[src/rtl/bssw_pkg.sv]
// Shared constants and types of the bit stream sync word receiver.
`default_nettype none
package bssw_pkg;

   localparam int WORD_BITS    = 16;
   localparam int PREFIX_BITS  = 4;
   localparam int COUNT_BITS   = 4;
   localparam int PAYLOAD_BITS = 12;
   localparam int CSR_INDEX_BITS = 1;

   localparam logic [PREFIX_BITS-1:0] SYNC_PREFIX_RESET    = 4'b1110;
   localparam logic [WORD_BITS-1:0]   INITIAL_TARGET_RESET = 16'h0000;
   localparam logic [WORD_BITS-1:0]   COUNTER_MAX          = 16'hFFFF;

   localparam logic [CSR_INDEX_BITS-1:0] CSR_SYNC_PREFIX    = 1'b0;
   localparam logic [CSR_INDEX_BITS-1:0] CSR_INITIAL_TARGET = 1'b1;

   typedef struct packed {
      logic                 word_valid;
      logic [WORD_BITS-1:0] window;
   } frame_info_type;

   typedef struct packed {
      logic                 word_valid;
      logic [WORD_BITS-1:0] found_word;
      logic                 after_valid;
      logic [WORD_BITS-1:0] bits_after_event;
      logic                 event_seen;
      logic [WORD_BITS-1:0] event_newest_word;
      logic [WORD_BITS-1:0] event_previous_word;
      logic                 target_match;
      logic                 flag_level;
   } result_type;

endpackage
`default_nettype wire

[src/rtl/bssw_channels.sv]
// Valid/ready channel interfaces for received bits and results.
`default_nettype none
interface bssw_req_if;
   logic                           valid;
   logic                           ready;
   logic                           data_bit;
   logic                           pin_level;
   logic [bssw_pkg::WORD_BITS-1:0] next_target;

   modport source (output valid, data_bit, pin_level, next_target, input ready);
   modport sink   (input valid, data_bit, pin_level, next_target, output ready);
endinterface

interface bssw_rsp_if;
   logic                           valid;
   logic                           ready;
   logic                           word_valid;
   logic [bssw_pkg::WORD_BITS-1:0] found_word;
   logic                           after_valid;
   logic [bssw_pkg::WORD_BITS-1:0] bits_after_event;
   logic                           event_seen;
   logic [bssw_pkg::WORD_BITS-1:0] event_newest_word;
   logic [bssw_pkg::WORD_BITS-1:0] event_previous_word;
   logic                           target_match;
   logic                           flag_level;

   modport source (output valid, word_valid, found_word, after_valid, bits_after_event,
                   event_seen, event_newest_word, event_previous_word, target_match,
                   flag_level, input ready);
   modport sink   (input valid, word_valid, found_word, after_valid, bits_after_event,
                   event_seen, event_newest_word, event_previous_word, target_match,
                   flag_level, output ready);
endinterface
`default_nettype wire

[src/rtl/bssw_framer.sv]
// Bit window shifter and sync prefix framer.
`default_nettype none
module bssw_framer (
   input  wire logic                             clock,
   input  wire logic                             reset,
   input  wire logic                             advance,
   input  wire logic                             data_bit,
   input  wire logic [bssw_pkg::PREFIX_BITS-1:0] sync_prefix,
   output bssw_pkg::frame_info_type              frame
);

   logic [bssw_pkg::WORD_BITS-1:0]  window_ff, window_in;
   logic                            hunting_ff, hunting_in;
   logic [bssw_pkg::COUNT_BITS-1:0] count_ff, count_in;
   logic [bssw_pkg::COUNT_BITS-1:0] count_inc;
   logic                            word_valid;

   always_comb begin
      window_in  = {window_ff[bssw_pkg::WORD_BITS-2:0], data_bit};
      count_inc  = count_ff + bssw_pkg::COUNT_BITS'(1);
      hunting_in = hunting_ff;
      count_in   = count_ff;
      word_valid = 1'b0;
      if (window_in[bssw_pkg::PREFIX_BITS-1:0] == sync_prefix) begin
         hunting_in = 1'b1;
         count_in   = '0;
      end else if (hunting_ff) begin
         count_in = count_inc;
         if (count_inc == bssw_pkg::COUNT_BITS'(bssw_pkg::PAYLOAD_BITS)) begin
            hunting_in = 1'b0;
            word_valid = 1'b1;
         end
      end
   end

   assign frame.word_valid = word_valid;
   assign frame.window     = window_in;

   always_ff @(posedge clock) begin
      if (reset) begin
         window_ff  <= '0;
         hunting_ff <= 1'b0;
         count_ff   <= '0;
      end else if (advance) begin
         window_ff  <= window_in;
         hunting_ff <= hunting_in;
         count_ff   <= count_in;
      end
   end

endmodule
`default_nettype wire

[src/rtl/bssw_event_tracker.sv]
// Word history, pin event detection, bit counter and target flag logic.
`default_nettype none
module bssw_event_tracker (
   input  wire logic                           clock,
   input  wire logic                           reset,
   input  wire logic                           advance,
   input  wire logic                           pin_level,
   input  wire logic [bssw_pkg::WORD_BITS-1:0] next_target,
   input  wire bssw_pkg::frame_info_type       frame,
   input  wire logic                           target_load,
   input  wire logic [bssw_pkg::WORD_BITS-1:0] target_value,
   output bssw_pkg::result_type                result
);

   localparam int W = bssw_pkg::WORD_BITS;

   logic [2*W-1:0] history_ff, history_in;
   logic           pending_ff, pending_in;
   logic [W-1:0]   counter_ff, counter_in;
   logic           parity_ff, parity_in;
   logic           flag_ff, flag_in;
   logic [W-1:0]   target_ff, target_in;
   logic [W-1:0]   counter_inc;
   logic           event_hit;

   always_comb begin
      counter_inc = (counter_ff == bssw_pkg::COUNTER_MAX) ? counter_ff
                                                          : counter_ff + W'(1);
      history_in = frame.word_valid ? {history_ff[W-1:0], frame.window} : history_ff;
      pending_in = frame.word_valid ? 1'b0 : pending_ff;
      counter_in = counter_inc;
      parity_in  = parity_ff;
      flag_in    = flag_ff;
      target_in  = target_ff;
      event_hit  = pin_level ^ parity_ff;

      result                     = '0;
      result.word_valid          = frame.word_valid;
      result.found_word          = frame.word_valid ? frame.window : '0;
      if (frame.word_valid && pending_ff) begin
         result.after_valid      = 1'b1;
         result.bits_after_event = counter_inc;
      end

      if (event_hit) begin
         parity_in                  = ~parity_ff;
         pending_in                 = 1'b1;
         counter_in                 = '0;
         result.event_seen          = 1'b1;
         result.event_newest_word   = history_in[W-1:0];
         result.event_previous_word = history_in[2*W-1:W];
      end else if (frame.window == target_ff) begin
         result.target_match = 1'b1;
         flag_in             = ~flag_ff;
         target_in           = next_target;
      end
      result.flag_level = flag_in;
   end

   always_ff @(posedge clock) begin
      if (reset) begin
         history_ff <= '0;
         pending_ff <= 1'b0;
         counter_ff <= '0;
         parity_ff  <= 1'b0;
         flag_ff    <= 1'b0;
         target_ff  <= bssw_pkg::INITIAL_TARGET_RESET;
      end else if (target_load) begin
         target_ff <= target_value;
      end else if (advance) begin
         history_ff <= history_in;
         pending_ff <= pending_in;
         counter_ff <= counter_in;
         parity_ff  <= parity_in;
         flag_ff    <= flag_in;
         target_ff  <= target_in;
      end
   end

endmodule
`default_nettype wire

[src/rtl/bit_stream_sync_word_receiver_top.sv]
// Each accepted bit's result is registered and shown on rsp in the next cycle.
// Throughput: one bit per cycle; the single result register sets the rate and
// accepts a new bit whenever it is empty or is being drained in the same cycle.
// Reset: synchronous, clears all framing, history, counter and flag state and the result
// valid flag, restores the sync prefix to 4'b1110 and the target to zero.
`default_nettype none
module bit_stream_sync_word_receiver_top (
   input  wire logic                                clock,
   input  wire logic                                reset,
   bssw_req_if.sink                                 req,
   bssw_rsp_if.source                               rsp,
   input  wire logic                                csr_write_enable,
   input  wire logic [bssw_pkg::CSR_INDEX_BITS-1:0] csr_index,
   input  wire logic [bssw_pkg::WORD_BITS-1:0]      csr_write_data
);

   logic [bssw_pkg::PREFIX_BITS-1:0] sync_prefix_ff;
   logic                             target_load;
   logic                             accept;
   logic                             rsp_valid_ff;
   bssw_pkg::result_type             result;
   bssw_pkg::result_type             result_ff;
   bssw_pkg::frame_info_type         frame;

   assign req.ready   = ~rsp_valid_ff | rsp.ready;
   assign accept      = req.valid & req.ready;
   assign target_load = csr_write_enable && (csr_index == bssw_pkg::CSR_INITIAL_TARGET);

   always_ff @(posedge clock) begin
      if (reset) begin
         sync_prefix_ff <= bssw_pkg::SYNC_PREFIX_RESET;
      end else if (csr_write_enable) begin
         unique case (csr_index)
            bssw_pkg::CSR_SYNC_PREFIX:
               sync_prefix_ff <= csr_write_data[bssw_pkg::PREFIX_BITS-1:0];
            default: ;
         endcase
      end
   end

   bssw_framer u_framer (
      .clock       (clock),
      .reset       (reset),
      .advance     (accept),
      .data_bit    (req.data_bit),
      .sync_prefix (sync_prefix_ff),
      .frame       (frame)
   );

   bssw_event_tracker u_tracker (
      .clock        (clock),
      .reset        (reset),
      .advance      (accept),
      .pin_level    (req.pin_level),
      .next_target  (req.next_target),
      .frame        (frame),
      .target_load  (target_load),
      .target_value (csr_write_data),
      .result       (result)
   );

   always_ff @(posedge clock) begin
      if (reset) begin
         rsp_valid_ff <= 1'b0;
      end else if (accept) begin
         rsp_valid_ff <= 1'b1;
      end else if (rsp.ready) begin
         rsp_valid_ff <= 1'b0;
      end
   end

   always_ff @(posedge clock) begin
      if (accept) begin
         result_ff <= result;
      end
   end

   assign rsp.valid               = rsp_valid_ff;
   assign rsp.word_valid          = result_ff.word_valid;
   assign rsp.found_word          = result_ff.found_word;
   assign rsp.after_valid         = result_ff.after_valid;
   assign rsp.bits_after_event    = result_ff.bits_after_event;
   assign rsp.event_seen          = result_ff.event_seen;
   assign rsp.event_newest_word   = result_ff.event_newest_word;
   assign rsp.event_previous_word = result_ff.event_previous_word;
   assign rsp.target_match        = result_ff.target_match;
   assign rsp.flag_level          = result_ff.flag_level;

endmodule
`default_nettype wire

[src/flat_wrapper.sv]
// flat-port wrapper written by rule: the top's interface ports become plain ports
module bit_stream_sync_word_receiver_top_flat 
  (clock, reset, csr_write_enable, csr_index, csr_write_data, req_valid, req_data_bit, req_pin_level, req_next_target, req_ready, rsp_valid, rsp_word_valid, rsp_found_word, rsp_after_valid, rsp_bits_after_event, rsp_event_seen, rsp_event_newest_word, rsp_event_previous_word, rsp_target_match, rsp_flag_level, rsp_ready);
  bssw_req_if req_i ();
  bssw_rsp_if rsp_i ();
  input  wire logic clock;
  input  wire logic reset;
  input  wire logic csr_write_enable;
  input  wire logic [bssw_pkg::CSR_INDEX_BITS-1:0] csr_index;
  input  wire logic [bssw_pkg::WORD_BITS-1:0] csr_write_data;
  input wire logic [$bits(req_i.valid)-1:0] req_valid;
  input wire logic [$bits(req_i.data_bit)-1:0] req_data_bit;
  input wire logic [$bits(req_i.pin_level)-1:0] req_pin_level;
  input wire logic [$bits(req_i.next_target)-1:0] req_next_target;
  output wire logic [$bits(req_i.ready)-1:0] req_ready;
  output wire logic [$bits(rsp_i.valid)-1:0] rsp_valid;
  output wire logic [$bits(rsp_i.word_valid)-1:0] rsp_word_valid;
  output wire logic [$bits(rsp_i.found_word)-1:0] rsp_found_word;
  output wire logic [$bits(rsp_i.after_valid)-1:0] rsp_after_valid;
  output wire logic [$bits(rsp_i.bits_after_event)-1:0] rsp_bits_after_event;
  output wire logic [$bits(rsp_i.event_seen)-1:0] rsp_event_seen;
  output wire logic [$bits(rsp_i.event_newest_word)-1:0] rsp_event_newest_word;
  output wire logic [$bits(rsp_i.event_previous_word)-1:0] rsp_event_previous_word;
  output wire logic [$bits(rsp_i.target_match)-1:0] rsp_target_match;
  output wire logic [$bits(rsp_i.flag_level)-1:0] rsp_flag_level;
  input wire logic [$bits(rsp_i.ready)-1:0] rsp_ready;
  assign req_i.valid = req_valid;
  assign req_i.data_bit = req_data_bit;
  assign req_i.pin_level = req_pin_level;
  assign req_i.next_target = req_next_target;
  assign req_ready = req_i.ready;
  assign rsp_valid = rsp_i.valid;
  assign rsp_word_valid = rsp_i.word_valid;
  assign rsp_found_word = rsp_i.found_word;
  assign rsp_after_valid = rsp_i.after_valid;
  assign rsp_bits_after_event = rsp_i.bits_after_event;
  assign rsp_event_seen = rsp_i.event_seen;
  assign rsp_event_newest_word = rsp_i.event_newest_word;
  assign rsp_event_previous_word = rsp_i.event_previous_word;
  assign rsp_target_match = rsp_i.target_match;
  assign rsp_flag_level = rsp_i.flag_level;
  assign rsp_i.ready = rsp_ready;
  bit_stream_sync_word_receiver_top u_core (.clock(clock), .reset(reset), .req(req_i), .rsp(rsp_i), .csr_write_enable(csr_write_enable), .csr_index(csr_index), .csr_write_data(csr_write_data));
endmodule
[config.mk]
export PLATFORM = sky130hd
export DESIGN_NAME = bit_stream_sync_word_receiver_top_flat
export DESIGN_NICKNAME = d
export VERILOG_FILES = /design/src/rtl/bssw_pkg.sv /design/src/rtl/bssw_channels.sv /design/src/rtl/bssw_framer.sv /design/src/rtl/bssw_event_tracker.sv /design/src/rtl/bit_stream_sync_word_receiver_top.sv /design/src/flat_wrapper.sv
export SDC_FILE = /design/constraint.sdc
export NUM_CORES = 1
export LEC_CHECK = 0
export ABC_CLOCK_PERIOD_IN_PS = 12100
export BUFFER_PORTS_ARGS = -buffer_cell sky130_fd_sc_hd__buf_2
export CAP_MARGIN = 5
export CORE_AREA = 2 2 130 132
export CTS_CLUSTER_DIAMETER = 50
export DETAILED_ROUTE_END_ITERATION = 8
export DIE_AREA = 0 0 132 134
export GPL_ROUTABILITY_DRIVEN = 1
export HOLD_SLACK_MARGIN = 0.06
export PLACE_DENSITY_LB_ADDON = 0.25
export SYNTH_ARGS = -nofsm -noshare
export SYNTH_HDL_FRONTEND = slang
export SYNTH_HIERARCHICAL = 1
export SYNTH_SLANG_ARGS = --single-unit
[constraint.sdc]
create_clock -name clock -period 12.1 [get_ports clock]
set_clock_uncertainty 0.2 [all_clocks]
set_input_delay 1.815 -clock clock [delete_from_list [all_inputs] [get_ports clock]]
set_output_delay 1.815 -clock clock [all_outputs]
set_load 0.05 [all_outputs]
==> results of run 1 <==
-- worst max-delay path, delay by kind of cell --
family / cells / cell delay [ns]
XOR/XNOR: 1 / 0.25
AO/OA/AOI/OAI: 1 / 0.16
buffers and inverters: 2 / 0.88
AND/OR/NAND/NOR: 4 / 2.13
-- layout by cell type (no fill, tap or decap), drive strengths merged, types with 18 or more instances in the layout --
cell    netlist  routed
buf          18     114
dfxtp        92      92
nand2        81      81
nor2         76      76
a21oi        71      71
edfxtp       69      69
mux2i        53      53
o211ai       34      34
xor2         24      24
and2         20      20
or2          18      18
-- logic make-up (layout without fill, tap and decap cells) --
| group | after synthesis | in the layout | share of synthesized area |
|---|---|---|---|
| buffers and inverters | 59 | 152 | 0.0365 |
| adder cells (fa/ha/maj) | 3 | 3 | 0.00510 |
| flip-flops | 161 | 161 | 0.532 |
| AND/OR/NAND/NOR | 264 | 264 | 0.179 |
| AO/OA/AOI/OAI | 155 | 155 | 0.140 |
| multiplexers | 54 | 54 | 0.0736 |
| XOR/XNOR | 28 | 28 | 0.0343 |
-- worst min-delay path by stage --
stage,from,end,depth (start not counted)
after global placement,u_core/u_tracker/history_ff[30]$_SDFFE_PP0P_,u_core/u_tracker/history_ff[30]$_SDFFE_PP0P_,2
after global routing,u_core/u_tracker/history_ff[19]$_SDFFE_PP0P_,u_core/u_tracker/history_ff[19]$_SDFFE_PP0P_,2
after floorplan,u_core/u_tracker/history_ff[16]$_SDFFE_PP0P_,u_core/u_tracker/history_ff[16]$_SDFFE_PP0P_,2
after CTS,u_core/u_tracker/history_ff[30]$_SDFFE_PP0P_,u_core/u_tracker/history_ff[30]$_SDFFE_PP0P_,2
after detailed placement,u_core/u_tracker/history_ff[30]$_SDFFE_PP0P_,u_core/u_tracker/history_ff[30]$_SDFFE_PP0P_,2
final,u_core/u_tracker/history_ff[16]$_SDFFE_PP0P_,u_core/u_tracker/history_ff[16]$_SDFFE_PP0P_,2
-- sequential cells by signal (all words and copies together) (netlist names) --
name / count
u_core/rsp.after_valid: 1
u_core/rsp.valid: 1
u_core/u_tracker/pending_ff: 1
u_core/rsp.found_word: 16
u_core/rsp.target_match: 1
u_core/u_framer/window_ff: 15
u_core/rsp.flag_level: 1
u_core/u_framer/hunting_ff: 1
u_core/u_tracker/parity_ff: 1
u_core/u_tracker/flag_ff: 1
u_core/rsp.word_valid: 1
u_core/u_tracker/history_ff: 32
u_core/u_tracker/target_ff: 16
u_core/u_framer/count_ff: 4
u_core/rsp.event_previous_word: 16
u_core/rsp.event_seen: 1
u_core/rsp.event_newest_word: 16
u_core/u_tracker/counter_ff: 16
u_core/rsp.bits_after_event: 16
u_core/sync_prefix_ff: 4
-- power breakdown --
| group | leakage, nW | switching (mW) | internal (mW) | total (mW) |
|---|---|---|---|---|
| clock | 0.280 | 0.221 | 0.306 | 0.526 |
| sequential | 1.43 | 0.0118 | 0.585 | 0.596 |
| combinational | 1.54 | 0.0957 | 0.0355 | 0.131 |
-- area by class of cell --
cell class,count,area (sq um)
fillers,1467,7720
flip-flops and latches,161,3910
multi-input cells,504,3190
repair buffers,114,581
clock buffers,17,425
well taps,220,275
clock inverters,15,158
inverters,6,22.5
-- through the flow --
step	power [mW]	setup slack, ns	instance area [sq um]	instances	hold WS (ns)
3_3_place_gp	0.736	6.65	7990	1005	0.241
5_1_grt	1.30	6.72	8570	1037	0.270
3_5_place_dp	0.739	6.56	7990	1005	0.246
6_report	1.25	6.99	8570	1037	0.254
4_1_cts	1.26	7.00	8570	1037	0.255
2_1_floorplan	0.707	6.44	7360	724	0.236
-- layer usage --
layer / share of wire / wire length (um)
met1: 0.49 / 7990
met3: 0.051 / 832
met4: 0.012 / 193
met2: 0.45 / 7310
met5: 0 / 0
==> impl_table.tex, run 1 <==
\begin{tabular}{lr}
\hline
Metric & Value \\
\hline
\multicolumn{2}{l}{\textbf{Clocking}} \\
\quad Max Root-Sink Buffers & 2 \\
\quad Number of clock buffers inserted by TritonCTS & 17 \\
\quad Number of clock sinks & 161 \\
\quad Buffers inserted during post-CTS setup optimization & 0 \\
\quad Insertion delay to the later sink of the worst-skew pair & 0.43 ns \\
\quad Resized Gates After CTS & 0 \\
\quad CTS Root Buffer Type & clkbuf\_16 \\
\quad CTS tree & built \\
\quad Clock-pin slew on the worst setup and hold paths & 0.06 ns \\
\quad H-tree depth reported by CTS & 4 \\
\quad CTS Hold Buffers Added & 0 \\
\multicolumn{2}{l}{\textbf{Critical path}} \\
\quad Critical Path Sink & u\_core/u\_tracker/history\_ff[28]\$\_SDFFE\_PP0P\_ \\
\quad R2R setup slack & 7.92 ns \\
\quad Data required, critical path & 12.25 ns \\
\quad Path type of the worst setup path & input port to flip-flop \\
\quad Endpoint class of the critical path & flip-flop \\
\quad Worst EP arrival & 5.26 ns \\
\quad Cell at the slowest stage of the critical path & nor2\_2 \\
\quad Reg-to-reg critical path startpoint & u\_core/u\_framer/count\_ff[0]\$\_SDFFE\_PP0P\_ \\
\quad Crit. Startpoint & req\_data\_bit \\
\quad Maximum net fanout on the critical path & 36 \\
\quad Startpoint types & input port \\
\quad Endpoint of the most critical register-to-register path & u\_core/u\_tracker/history\_ff[28]\$\_SDFFE\_PP0P\_ \\
\quad Count of cells along the worst register-to-register path & 9 \\
\quad Cell-by-cell listing of the critical path & buf\_2 > xor2\_1 > nor4\_4 > and4b\_2 > clkinv\_1 > nor2\_2 > nand2\_1 > a21oi\_1 \\
\quad Critical path's largest stage delay & 1.02 ns \\
\multicolumn{2}{l}{\textbf{Logic synthesis}} \\
\quad Distinct cell type count after synthesis & 59 \\
\quad Commonest cells in the synthesized netlist & dfxtp\_1, nand2\_1, nor2\_1, a21oi\_1, edfxtp\_1 \\
\quad Post-synthesis sequential area ratio & 0.532 \\
\quad Cell taking the most area after synthesis & edfxtp\_1 \\
\quad Warnings from Yosys & 6 \\
\quad Post-Synthesis Cell Area & 7360 sq um \\
\quad Mean Syn Cell Area & 10.2 sq um \\
\quad Async set-or-reset flop fraction in the synthesized netlist & 0 \\
\quad Number of synthesized flops with an enable pin & 69 \\
\quad Cell count after synthesis & 724 \\
\quad Most common cell in the netlist & dfxtp\_1 \\
\quad Synth Flop Type & dfxtp\_1 \\
\quad Flip-flop and latch count after synthesis & 161 \\
\quad Area fraction of the dominant cell type after synthesis & 0.281 \\
\quad Largest cells by area after synthesis & edfxtp\_1, dfxtp\_1, mux2i\_1, a21oi\_1, nand2\_1 \\
\quad Number of nets produced by synthesis & 767 \\
\multicolumn{2}{l}{\textbf{Drt}} \\
\quad Router iterations before antenna repair & 5 \\
\quad Vias per inst & 5.44 \\
\quad Wire length per cell & 15.7 um \\
\quad Number of design-rule violations left by the first detailed-router iteration & 398 \\
\quad Post-route ant nets & 0 \\
\quad Total via count after detailed routing & 5646 \\
\quad Residual DRC & 0 \\
\quad Post-Route WL & 16.3 mm \\
\multicolumn{2}{l}{\textbf{Final layout}} \\
\quad Share of cells above drive strength 1 & 0.226 \\
\quad Layout Area Growth over Synthesis & 16.4\% \\
\quad Diode count & 0 \\
\quad Nets & 847 \\
\quad Post-route core utilization & 0.526 \\
\multicolumn{2}{l}{\textbf{Timing}} \\
\quad Final number of max-transition violations & 0 \\
\quad Final setup violation count & 0 \\
\quad Min cycle time layout & 5.11 ns \\
\quad Unrepaired setup endpoints after global routing & false \\
\quad F\_max & 196 MHz \\
\quad Final setup TNS & 0 ns \\
\quad Final Hold Violating Endpoints & 0 \\
\quad Slew Limit Headroom & 0.262 \\
\quad Crit share post-route & 0.423 \\
\quad Worst Max-Slew Pin Slew & 1.10 ns \\
\multicolumn{2}{l}{\textbf{Die}} \\
\quad Initial core utilization & 0.452 \\
\quad Row count & 47 \\
\quad Die extent in x & 132 um \\
\quad Floorplan die area & 17700 sq um \\
\quad Placeable core region & 16300 sq um \\
\quad Number of I/O pins & 111 \\
\quad Die Y & 134 um \\
\multicolumn{2}{l}{\textbf{Global routing}} \\
\quad Layer carrying the most global-route usage & met2 \\
\quad Gr ovfl total & 0 \\
\quad GRT Resource Usage Total & 0.188 \\
\quad Initial antenna violation count & 0 \\
\quad First-pass GRT wire length & 26.9 mm \\
\quad Routing usage on met3 & 0.0382 \\
\quad Vias in the first global route & 5299 \\
\quad Met2 capacity usage during global routing & 0.279 \\
\quad Pin count of the biggest net entering global routing & 101 \\
\quad Met1 routing resource usage after global routing & 0.273 \\
\multicolumn{2}{l}{\textbf{Hold path}} \\
\quad Hold crit path type & flip-flop to flip-flop \\
\multicolumn{2}{l}{\textbf{Power}} \\
\quad LEAKAGE & 3.25 nW \\
\quad Power per Cell Area & 146 nW/um\^{}2 \\
\quad Worst IR drop on VDD & 0.000105 V \\
\multicolumn{2}{l}{\textbf{Place}} \\
\quad Global placement routability congestion & 0.921 \\
\quad Number of port buffers & 110 \\
\quad DPL Wire Length & 11.0 mm \\
\multicolumn{2}{l}{\textbf{Outcome}} \\
\quad Result of the run & finished clean \\
\multicolumn{2}{l}{\textbf{Flow run}} \\
\quad Max Cap Viol & 0 \\
\hline
\end{tabular}
Power figures use the tool's default switching activity.
==> run 2: changes to the inputs <==
Settings changed: ABC_CLOCK_PERIOD_IN_PS 12100 to 4500.
Clock period 12.1 ns to 4.5 ns, I/O delays scaled along.
==> impl_table.tex, run 2 (synthesized netlist as in run 1, its figures left out) <==
\begin{tabular}{lr}
\hline
Metric & Value \\
\hline
\multicolumn{2}{l}{\textbf{Clocking}} \\
\quad Max Root-Sink Buffers & 2 (unchanged) \\
\quad H-tree depth reported by CTS & 4 (unchanged) \\
\quad CTS tree & built \\
\quad Clock-pin slew on the worst setup and hold paths & 0.06 ns (about the same) \\
\quad CTS Root Buffer Type & clkbuf\_16 \\
\quad Buffers inserted during post-CTS setup optimization & 0 (unchanged) \\
\quad Number of clock sinks & 161 (unchanged) \\
\quad Number of clock buffers inserted by TritonCTS & 17 (unchanged) \\
\quad Resized Gates After CTS & 0 (unchanged) \\
\quad CTS Hold Buffers Added & 0 (unchanged) \\
\quad Insertion delay to the later sink of the worst-skew pair & 0.42 ns (about the same) \\
\multicolumn{2}{l}{\textbf{Die}} \\
\quad Die extent in x & 132 um (unchanged) \\
\quad Number of I/O pins & 111 (unchanged) \\
\quad Floorplan die area & 17700 sq um (unchanged) \\
\quad Initial core utilization & 0.452 (unchanged) \\
\quad Placeable core region & 16300 sq um (unchanged) \\
\quad Row count & 47 (unchanged) \\
\quad Die Y & 134 um (unchanged) \\
\multicolumn{2}{l}{\textbf{Hold path}} \\
\quad Hold path start & u\_core/u\_tracker/history\_ff[19]\$\_SDFFE\_PP0P\_ \\
\quad Number of stages on the worst hold path & 2 (unchanged) \\
\quad End of the worst hold path & u\_core/u\_tracker/history\_ff[19]\$\_SDFFE\_PP0P\_ \\
\quad Hold crit path type & flip-flop to flip-flop \\
\multicolumn{2}{l}{\textbf{Critical path}} \\
\quad R2R setup slack & 1.29 ns (-6.63 ns) \\
\quad Worst path buffer plus inverter count & 0 (-2) \\
\quad Endpoint class of the critical path & flip-flop \\
\quad Data required, critical path & 4.63 ns (-7.62 ns) \\
\quad Startpoint types & flip-flop \\
\quad Endpoint of the most critical register-to-register path & u\_core/u\_tracker/target\_ff[2]\$\_SDFFE\_PP0P\_ \\
\quad Count of cells along the worst register-to-register path & 5 (-4) \\
\quad Largest delay contributor family on the critical path & simple AND/OR/NAND/NOR gates \\
\quad Path type of the worst setup path & flip-flop to flip-flop \\
\quad Reg-to-reg critical path startpoint & u\_core/u\_framer/window\_ff[2]\$\_SDFFE\_PP0P\_ \\
\quad Worst EP arrival & 3.34 ns (-1.92 ns) \\
\quad Cell-by-cell listing of the critical path & xor2\_1 > nor4\_2 > nand3\_1 > or4b\_1 > o211ai\_1 \\
\quad Cell at the slowest stage of the critical path & or4b\_1 \\
\quad Crit. Startpoint & u\_core/u\_framer/window\_ff[2]\$\_SDFFE\_PP0P\_ \\
\quad Maximum net fanout on the critical path & 20 (-44\%) \\
\quad Critical path's largest stage delay & 1.09 ns (+0.07 ns) \\
\multicolumn{2}{l}{\textbf{Timing}} \\
\quad Unrepaired setup endpoints after global routing & false \\
\quad F\_max & 312 MHz \\
\quad Final number of max-transition violations & 0 (unchanged) \\
\quad Final setup violation count & 0 (unchanged) \\
\quad Final Hold Violating Endpoints & 0 (unchanged) \\
\quad Worst Max-Slew Pin Slew & 1.13 ns (+0.0230 ns) \\
\quad Min cycle time layout & 3.21 ns \\
\quad Final setup TNS & 0 ns (unchanged) \\
\quad Slew Limit Headroom & 0.246 (-0.0154) \\
\quad Crit share post-route & 0.713 \\
\multicolumn{2}{l}{\textbf{Power}} \\
\quad Power per Cell Area & 394 nW/um\^{}2 (+170\%) \\
\quad LEAKAGE & 3.28 nW (+0.92\%) \\
\quad Worst IR drop on VDD & 0.000286 V (+170\%) \\
\multicolumn{2}{l}{\textbf{Global routing}} \\
\quad Met1 routing resource usage after global routing & 0.273 (+0.000462) \\
\quad GRT Resource Usage Total & 0.193 (+0.00492) \\
\quad Layer carrying the most global-route usage & met2 \\
\quad Gr ovfl total & 0 (unchanged) \\
\quad Met2 capacity usage during global routing & 0.294 (+0.0148) \\
\quad First-pass GRT wire length & 27.7 mm (+2.8\%) \\
\quad Vias in the first global route & 5443 (+2.7\%) \\
\quad Routing usage on met3 & 0.0431 (+0.00491) \\
\quad Pin count of the biggest net entering global routing & 72 (-29\%) \\
\quad Initial antenna violation count & 0 (unchanged) \\
\multicolumn{2}{l}{\textbf{Drt}} \\
\quad Router iterations before antenna repair & 5 (unchanged) \\
\quad Vias per inst & 5.48 (+0.67\%) \\
\quad Post-route ant nets & 0 (unchanged) \\
\quad Number of design-rule violations left by the first detailed-router iteration & 359 (-9.8\%) \\
\quad Post-Route WL & 16.8 mm (+2.9\%) \\
\quad Wire length per cell & 16.1 um (+2.5\%) \\
\quad Total via count after detailed routing & 5706 (+1.1\%) \\
\quad Residual DRC & 0 (unchanged) \\
\multicolumn{2}{l}{\textbf{Flow run}} \\
\quad Max Cap Viol & 0 (unchanged) \\
\multicolumn{2}{l}{\textbf{Final layout}} \\
\quad Diode count & 0 (unchanged) \\
\quad Number of standard cells in the layout, taps in and fillers out & 1041 (+0.39\%) \\
\quad Nets & 851 (+0.47\%) \\
\quad Top reg by flops & u\_core/u\_tracker/history\_ff \\
\quad Share of cells above drive strength 1 & 0.228 (+0.00133) \\
\quad Commonest cells after routing, fill and taps aside & buf\_2, dfxtp\_1, nand2\_1, nor2\_1, a21oi\_1 \\
\quad Number of flip-flops in the largest register & 32 (unchanged) \\
\quad Most common cell after layout, fill and taps aside & buf\_2 \\
\quad Layout Area Growth over Synthesis & 16.9\% \\
\quad Post-route core utilization & 0.528 (+0.00223) \\
\multicolumn{2}{l}{\textbf{Outcome}} \\
\quad Result of the run & finished clean \\
\multicolumn{2}{l}{\textbf{Place}} \\
\quad Number of port buffers & 110 (unchanged) \\
\quad Number of cells after detailed placement & 1009 (+0.40\%) \\
\quad Global placement routability congestion & 0.905 (-1.7\%) \\
\quad DPL Wire Length & 11.3 mm (+2.6\%) \\
\hline
\end{tabular}
==> run 2: worst max path at each step <==
| stage | end | slack [ns] | cells after the start |
|---|---|---|---|
| after floorplan | u_core/u_tracker/history_ff[27]$_SDFFE_PP0P_ | 0.86 | 7 |
| after global placement | u_core/u_tracker/history_ff[13]$_SDFFE_PP0P_ | 1.22 | 7 |
| after detailed placement | u_core/u_tracker/history_ff[22]$_SDFFE_PP0P_ | 1.12 | 7 |
| after CTS | u_core/u_tracker/target_ff[2]$_SDFFE_PP0P_ | 1.28 | 5 |
| after global routing | u_core/u_tracker/history_ff[12]$_SDFFE_PP0P_ | 1.00 | 9 |
| final | u_core/u_tracker/target_ff[2]$_SDFFE_PP0P_ | 1.29 | 5 |
==> run 2: metal layers <==
| layer | part of all wire | up-vias |
|---|---|---|
| met4 | 0.013 | 0 |
| met5 | 0 | - |
| met1 | 0.48 | 2738 |
| li1 | - | 2772 |
| met3 | 0.050 | 15 |
| met2 | 0.45 | 181 |
==> run 2: area by class of cell <==
type	instances	area, sq um
multi-input cells	504	3190
fillers	1456	7680
clock buffers	20	458
well taps	220	275
clock inverters	12	131
inverters	6	22.5
flip-flops and latches	161	3910
repair buffers	118	611
==> run 2: where the power goes <==
part	total (mW)	leakage [nW]	switching (mW)	internal (mW)
clock	1.43	0.291	0.576	0.852
combinational	0.359	1.55	0.261	0.0978
sequential	1.60	1.43	0.0314	1.57
total	3.39	3.28	0.869	2.52
==> run 2: metrics by stage <==
| stage | total power [mW] | setup slack [ns] | cell area (sq um) | hold slack (ns) |
|---|---|---|---|---|
| floorplan | 1.90 | 0.856 | 7360 | 0.236 |
| global placement | 1.99 | 1.22 | 8020 | 0.241 |
| detailed placement | 1.99 | 1.12 | 8020 | 0.246 |
| CTS | 3.42 | 1.28 | 8610 | 0.254 |
| global route | 3.50 | 1.00 | 8610 | 0.270 |
| finish | 3.39 | 1.29 | 8610 | 0.256 |
==> run 2: tightest hold or removal path, stage by stage (launching register included) <==
cell	delay, ns
dfxtp_1	0.31
nand2_1	0.05
a21oi_1	0.05
==> run 3: changes to the inputs <==
Settings changed: ABC_CLOCK_PERIOD_IN_PS 4500 to 3220.
Clock period 4.5 ns to 3.22 ns, I/O delays scaled along.
==> impl_table.tex, run 3 (synthesized netlist as in run 1, its figures left out) <==
\begin{tabular}{lr}
\hline
Metric & Value \\
\hline
\multicolumn{2}{l}{\textbf{Die}} \\
\quad Floorplan die area & 17700 sq um (unchanged) \\
\quad Row count & 47 (unchanged) \\
\quad Initial core utilization & 0.452 (unchanged) \\
\quad Die extent in x & 132 um (unchanged) \\
\quad Number of I/O pins & 111 (unchanged) \\
\quad Placeable core region & 16300 sq um (unchanged) \\
\quad Die Y & 134 um (unchanged) \\
\multicolumn{2}{l}{\textbf{Critical path}} \\
\quad Largest delay contributor family on the critical path & simple AND/OR/NAND/NOR gates \\
\quad Count of cells along the worst register-to-register path & 6 (+1) \\
\quad Cell-by-cell listing of the critical path & ha\_1 > nand3\_1 > or4\_1 > nand4\_1 > xor2\_1 > nor2\_1 \\
\quad Startpoint types & flip-flop \\
\quad Critical path's largest stage delay & 0.77 ns (-0.32 ns) \\
\quad Worst EP arrival & 2.64 ns (-0.70 ns) \\
\quad Endpoint of the most critical register-to-register path & u\_core/rsp.bits\_after\_event[3]\$\_DFFE\_PP\_ \\
\quad R2R setup slack & 0.56 ns (-0.73 ns) \\
\quad Worst path buffer plus inverter count & 0 (unchanged) \\
\quad Reg-to-reg critical path startpoint & u\_core/u\_tracker/counter\_ff[0]\$\_SDFFE\_PP0P\_ \\
\quad Data required, critical path & 3.20 ns (-1.43 ns) \\
\quad Endpoint class of the critical path & flip-flop \\
\quad Maximum net fanout on the critical path & 12 (-40\%) \\
\quad Cell at the slowest stage of the critical path & or4\_1 \\
\quad Path type of the worst setup path & flip-flop to flip-flop \\
\multicolumn{2}{l}{\textbf{Final layout}} \\
\quad Nets & 859 (+0.94\%) \\
\quad Share of cells above drive strength 1 & 0.236 (+0.00866) \\
\quad Commonest cells after routing, fill and taps aside & buf\_2, dfxtp\_1, nand2\_1, nor2\_1, a21oi\_1 \\
\quad Fill count & 1479 (+1.6\%) \\
\quad Layout Area Growth over Synthesis & 18.1\% \\
\quad Area used by multi-input combinational logic & 3190 sq um (unchanged) \\
\quad Post-route core utilization & 0.534 (+0.00545) \\
\quad Sequential Area & 3910 sq um (unchanged) \\
\quad Number of flip-flops in the largest register & 32 (unchanged) \\
\quad Most common cell after layout, fill and taps aside & buf\_2 \\
\quad Diode count & 0 (unchanged) \\
\quad Top reg by flops & u\_core/u\_tracker/history\_ff \\
\multicolumn{2}{l}{\textbf{Timing}} \\
\quad Worst Max-Slew Pin Slew & 1.04 ns (-0.0869 ns) \\
\quad Worst Hold Slack & 0.102 ns (-0.154 ns) \\
\quad Unrepaired setup endpoints after global routing & false \\
\quad Slew Limit Headroom & 0.305 (+0.0581) \\
\quad Final setup TNS & 0 ns (unchanged) \\
\quad Min cycle time layout & 2.66 ns (-0.550 ns) \\
\quad Crit share post-route & 0.826 (+0.113) \\
\quad F\_max & 376 MHz (+21\%) \\
\quad Final Hold Violating Endpoints & 0 (unchanged) \\
\quad Final setup violation count & 0 (unchanged) \\
\quad Final number of max-transition violations & 0 (unchanged) \\
\multicolumn{2}{l}{\textbf{Clocking}} \\
\quad Number of clock buffers inserted by TritonCTS & 17 (unchanged) \\
\quad Buffers inserted during post-CTS setup optimization & 0 (unchanged) \\
\quad Insertion delay to the later sink of the worst-skew pair & 0.42 ns (about the same) \\
\quad CTS Root Buffer Type & clkbuf\_16 \\
\quad Clock-pin slew on the worst setup and hold paths & 0.06 ns (about the same) \\
\quad Number of clock sinks & 161 (unchanged) \\
\quad CTS tree & built \\
\quad CTS Hold Buffers Added & 0 (unchanged) \\
\quad Max Root-Sink Buffers & 2 (unchanged) \\
\quad Resized Gates After CTS & 0 (unchanged) \\
\quad H-tree depth reported by CTS & 4 (unchanged) \\
\multicolumn{2}{l}{\textbf{Power}} \\
\quad Fraction of power consumed by sequential logic & 0.469 (-0.004) \\
\quad Worst IR drop on VDD & 0.000393 V (+37\%) \\
\quad Switch share & 0.254 (-0.00186) \\
\quad Combinational share of power & 0.108 (+0.002) \\
\quad Internal cell power & 3.56 mW (+41\%) \\
\quad Power per Cell Area & 549 nW/um\^{}2 (+39\%) \\
\quad LEAKAGE & 3.32 nW (+1.4\%) \\
\quad Part of the power in the clock network & 0.423 (+0.002) \\
\quad Switching power summed over all nets & 1.22 mW (+40\%) \\
\multicolumn{2}{l}{\textbf{Place}} \\
\quad DPL Wire Length & 11.4 mm (+1.0\%) \\
\quad Number of port buffers & 110 (unchanged) \\
\quad Global placement routability congestion & 0.890 (-1.7\%) \\
\multicolumn{2}{l}{\textbf{Outcome}} \\
\quad Result of the run & finished clean \\
\multicolumn{2}{l}{\textbf{Hold path}} \\
\quad Hold path start & req\_valid \\
\quad Number of stages on the worst hold path & 3 (+1) \\
\quad Hold crit path type & input port to flip-flop \\
\quad End of the worst hold path & u\_core/rsp.valid\$\_SDFFE\_PP0P\_ \\
\multicolumn{2}{l}{\textbf{Drt}} \\
\quad Post-route ant nets & 0 (unchanged) \\
\quad Number of design-rule violations left by the first detailed-router iteration & 434 (+21\%) \\
\quad Post-Route WL & 17.1 mm (+1.5\%) \\
\quad Router iterations before antenna repair & 5 (unchanged) \\
\quad Vias per inst & 5.45 (-0.54\%) \\
\quad Residual DRC & 0 (unchanged) \\
\quad Total via count after detailed routing & 5719 (+0.23\%) \\
\quad Wire length per cell & 16.3 um (+0.75\%) \\
\multicolumn{2}{l}{\textbf{Global routing}} \\
\quad Pin count of the biggest net entering global routing & 85 (+18\%) \\
\quad First-pass GRT wire length & 28.1 mm (+1.3\%) \\
\quad GRT Resource Usage Total & 0.198 (+0.00494) \\
\quad Vias in the first global route & 5448 (+0.092\%) \\
\quad Initial antenna violation count & 0 (unchanged) \\
\quad Gr ovfl total & 0 (unchanged) \\
\multicolumn{2}{l}{\textbf{Flow run}} \\
\quad Max Cap Viol & 0 (unchanged) \\
\hline
\end{tabular}
==> run 3: cell types whose count changed in the layout (fill, tap and decap cells not counted), sizes merged <==
cell and delta:
buf +8, bufinv +1, clkbuf -2, clkinv -1
clkinvlp +2
==> run 3: power by group through the flow <==
| stage | clock, mW | combinational [mW] | sequential [mW] |
|---|---|---|---|
| finish | 2.02 | 0.517 | 2.24 |
| global route | 2.15 | 0.551 | 2.25 |
| CTS | 2.06 | 0.519 | 2.24 |
| detailed placement | 0 | 0.516 | 2.28 |
| global placement | 0 | 0.509 | 2.28 |
| floorplan | 0 | 0.225 | 2.43 |
==> run 3: worst max-delay path by stage <==
| stage | end | slack (ns) | depth (start not counted) | start |
|---|---|---|---|---|
| final | u_core/rsp.bits_after_event[3]$_DFFE_PP_ | 0.56 | 6 | u_core/u_tracker/counter_ff[0]$_SDFFE_PP0P_ |
| after global routing | u_core/u_tracker/target_ff[4]$_SDFFE_PP0P_ | 0.39 | 6 | u_core/u_framer/window_ff[2]$_SDFFE_PP0P_ |
| after CTS | u_core/u_tracker/target_ff[4]$_SDFFE_PP0P_ | 0.56 | 6 | u_core/u_framer/window_ff[7]$_SDFFE_PP0P_ |
| after detailed placement | u_core/rsp.event_previous_word[15]$_DFFE_PP_ | 0.47 | 8 | req_data_bit |
| after global placement | u_core/rsp.event_previous_word[9]$_DFFE_PP_ | 0.53 | 8 | req_data_bit |
| after floorplan | u_core/u_tracker/pending_ff$_SDFFE_PP0P_ | 0.15 | 8 | u_core/rsp.valid$_SDFFE_PP0P_ |
==> run 3: worst reg2reg max path, stage by stage (launching register included) <==
cell	delay [ns]
dfxtp_1	0.45
ha_1	0.28
nand3_1	0.23
or4_1	0.77
nand4_1	0.24
xor2_1	0.19
nor2_1	0.05
==> run 3: layer usage <==
| layer | vias up | GRT usage | routed length [um] |
|---|---|---|---|
| li1 | 2779 | - | - |
| met1 | 2710 | 0.280 | 7850 |
| met2 | 220 | 0.299 | 7850 |
| met3 | 10 | 0.0495 | 1210 |
| met4 | 0 | 0.0634 | 156 |
| met5 | - | 0 | 0 |
==> run 3: cell type report <==
type / instances / share of cell area
inverter: 6 / 0.00259
timing repair buffer: 126 / 0.0800
sequential: 161 / 0.450
clock buffer: 18 / 0.0494
tap: 220 / 0.0317
clock inverter: 14 / 0.0189
multi-input combinational: 504 / 0.367
==> run 3: through the flow <==
step                power, mW  std cells  instance area (sq um)  worst slack, ns
global route             4.94       1049                   8690            0.386
global placement         2.79       1017                   8100            0.525
finish                   4.78       1049                   8690            0.560
detailed placement       2.80       1017                   8100            0.467
CTS                      4.82       1049                   8690            0.564
floorplan                2.65        724                   7360            0.146
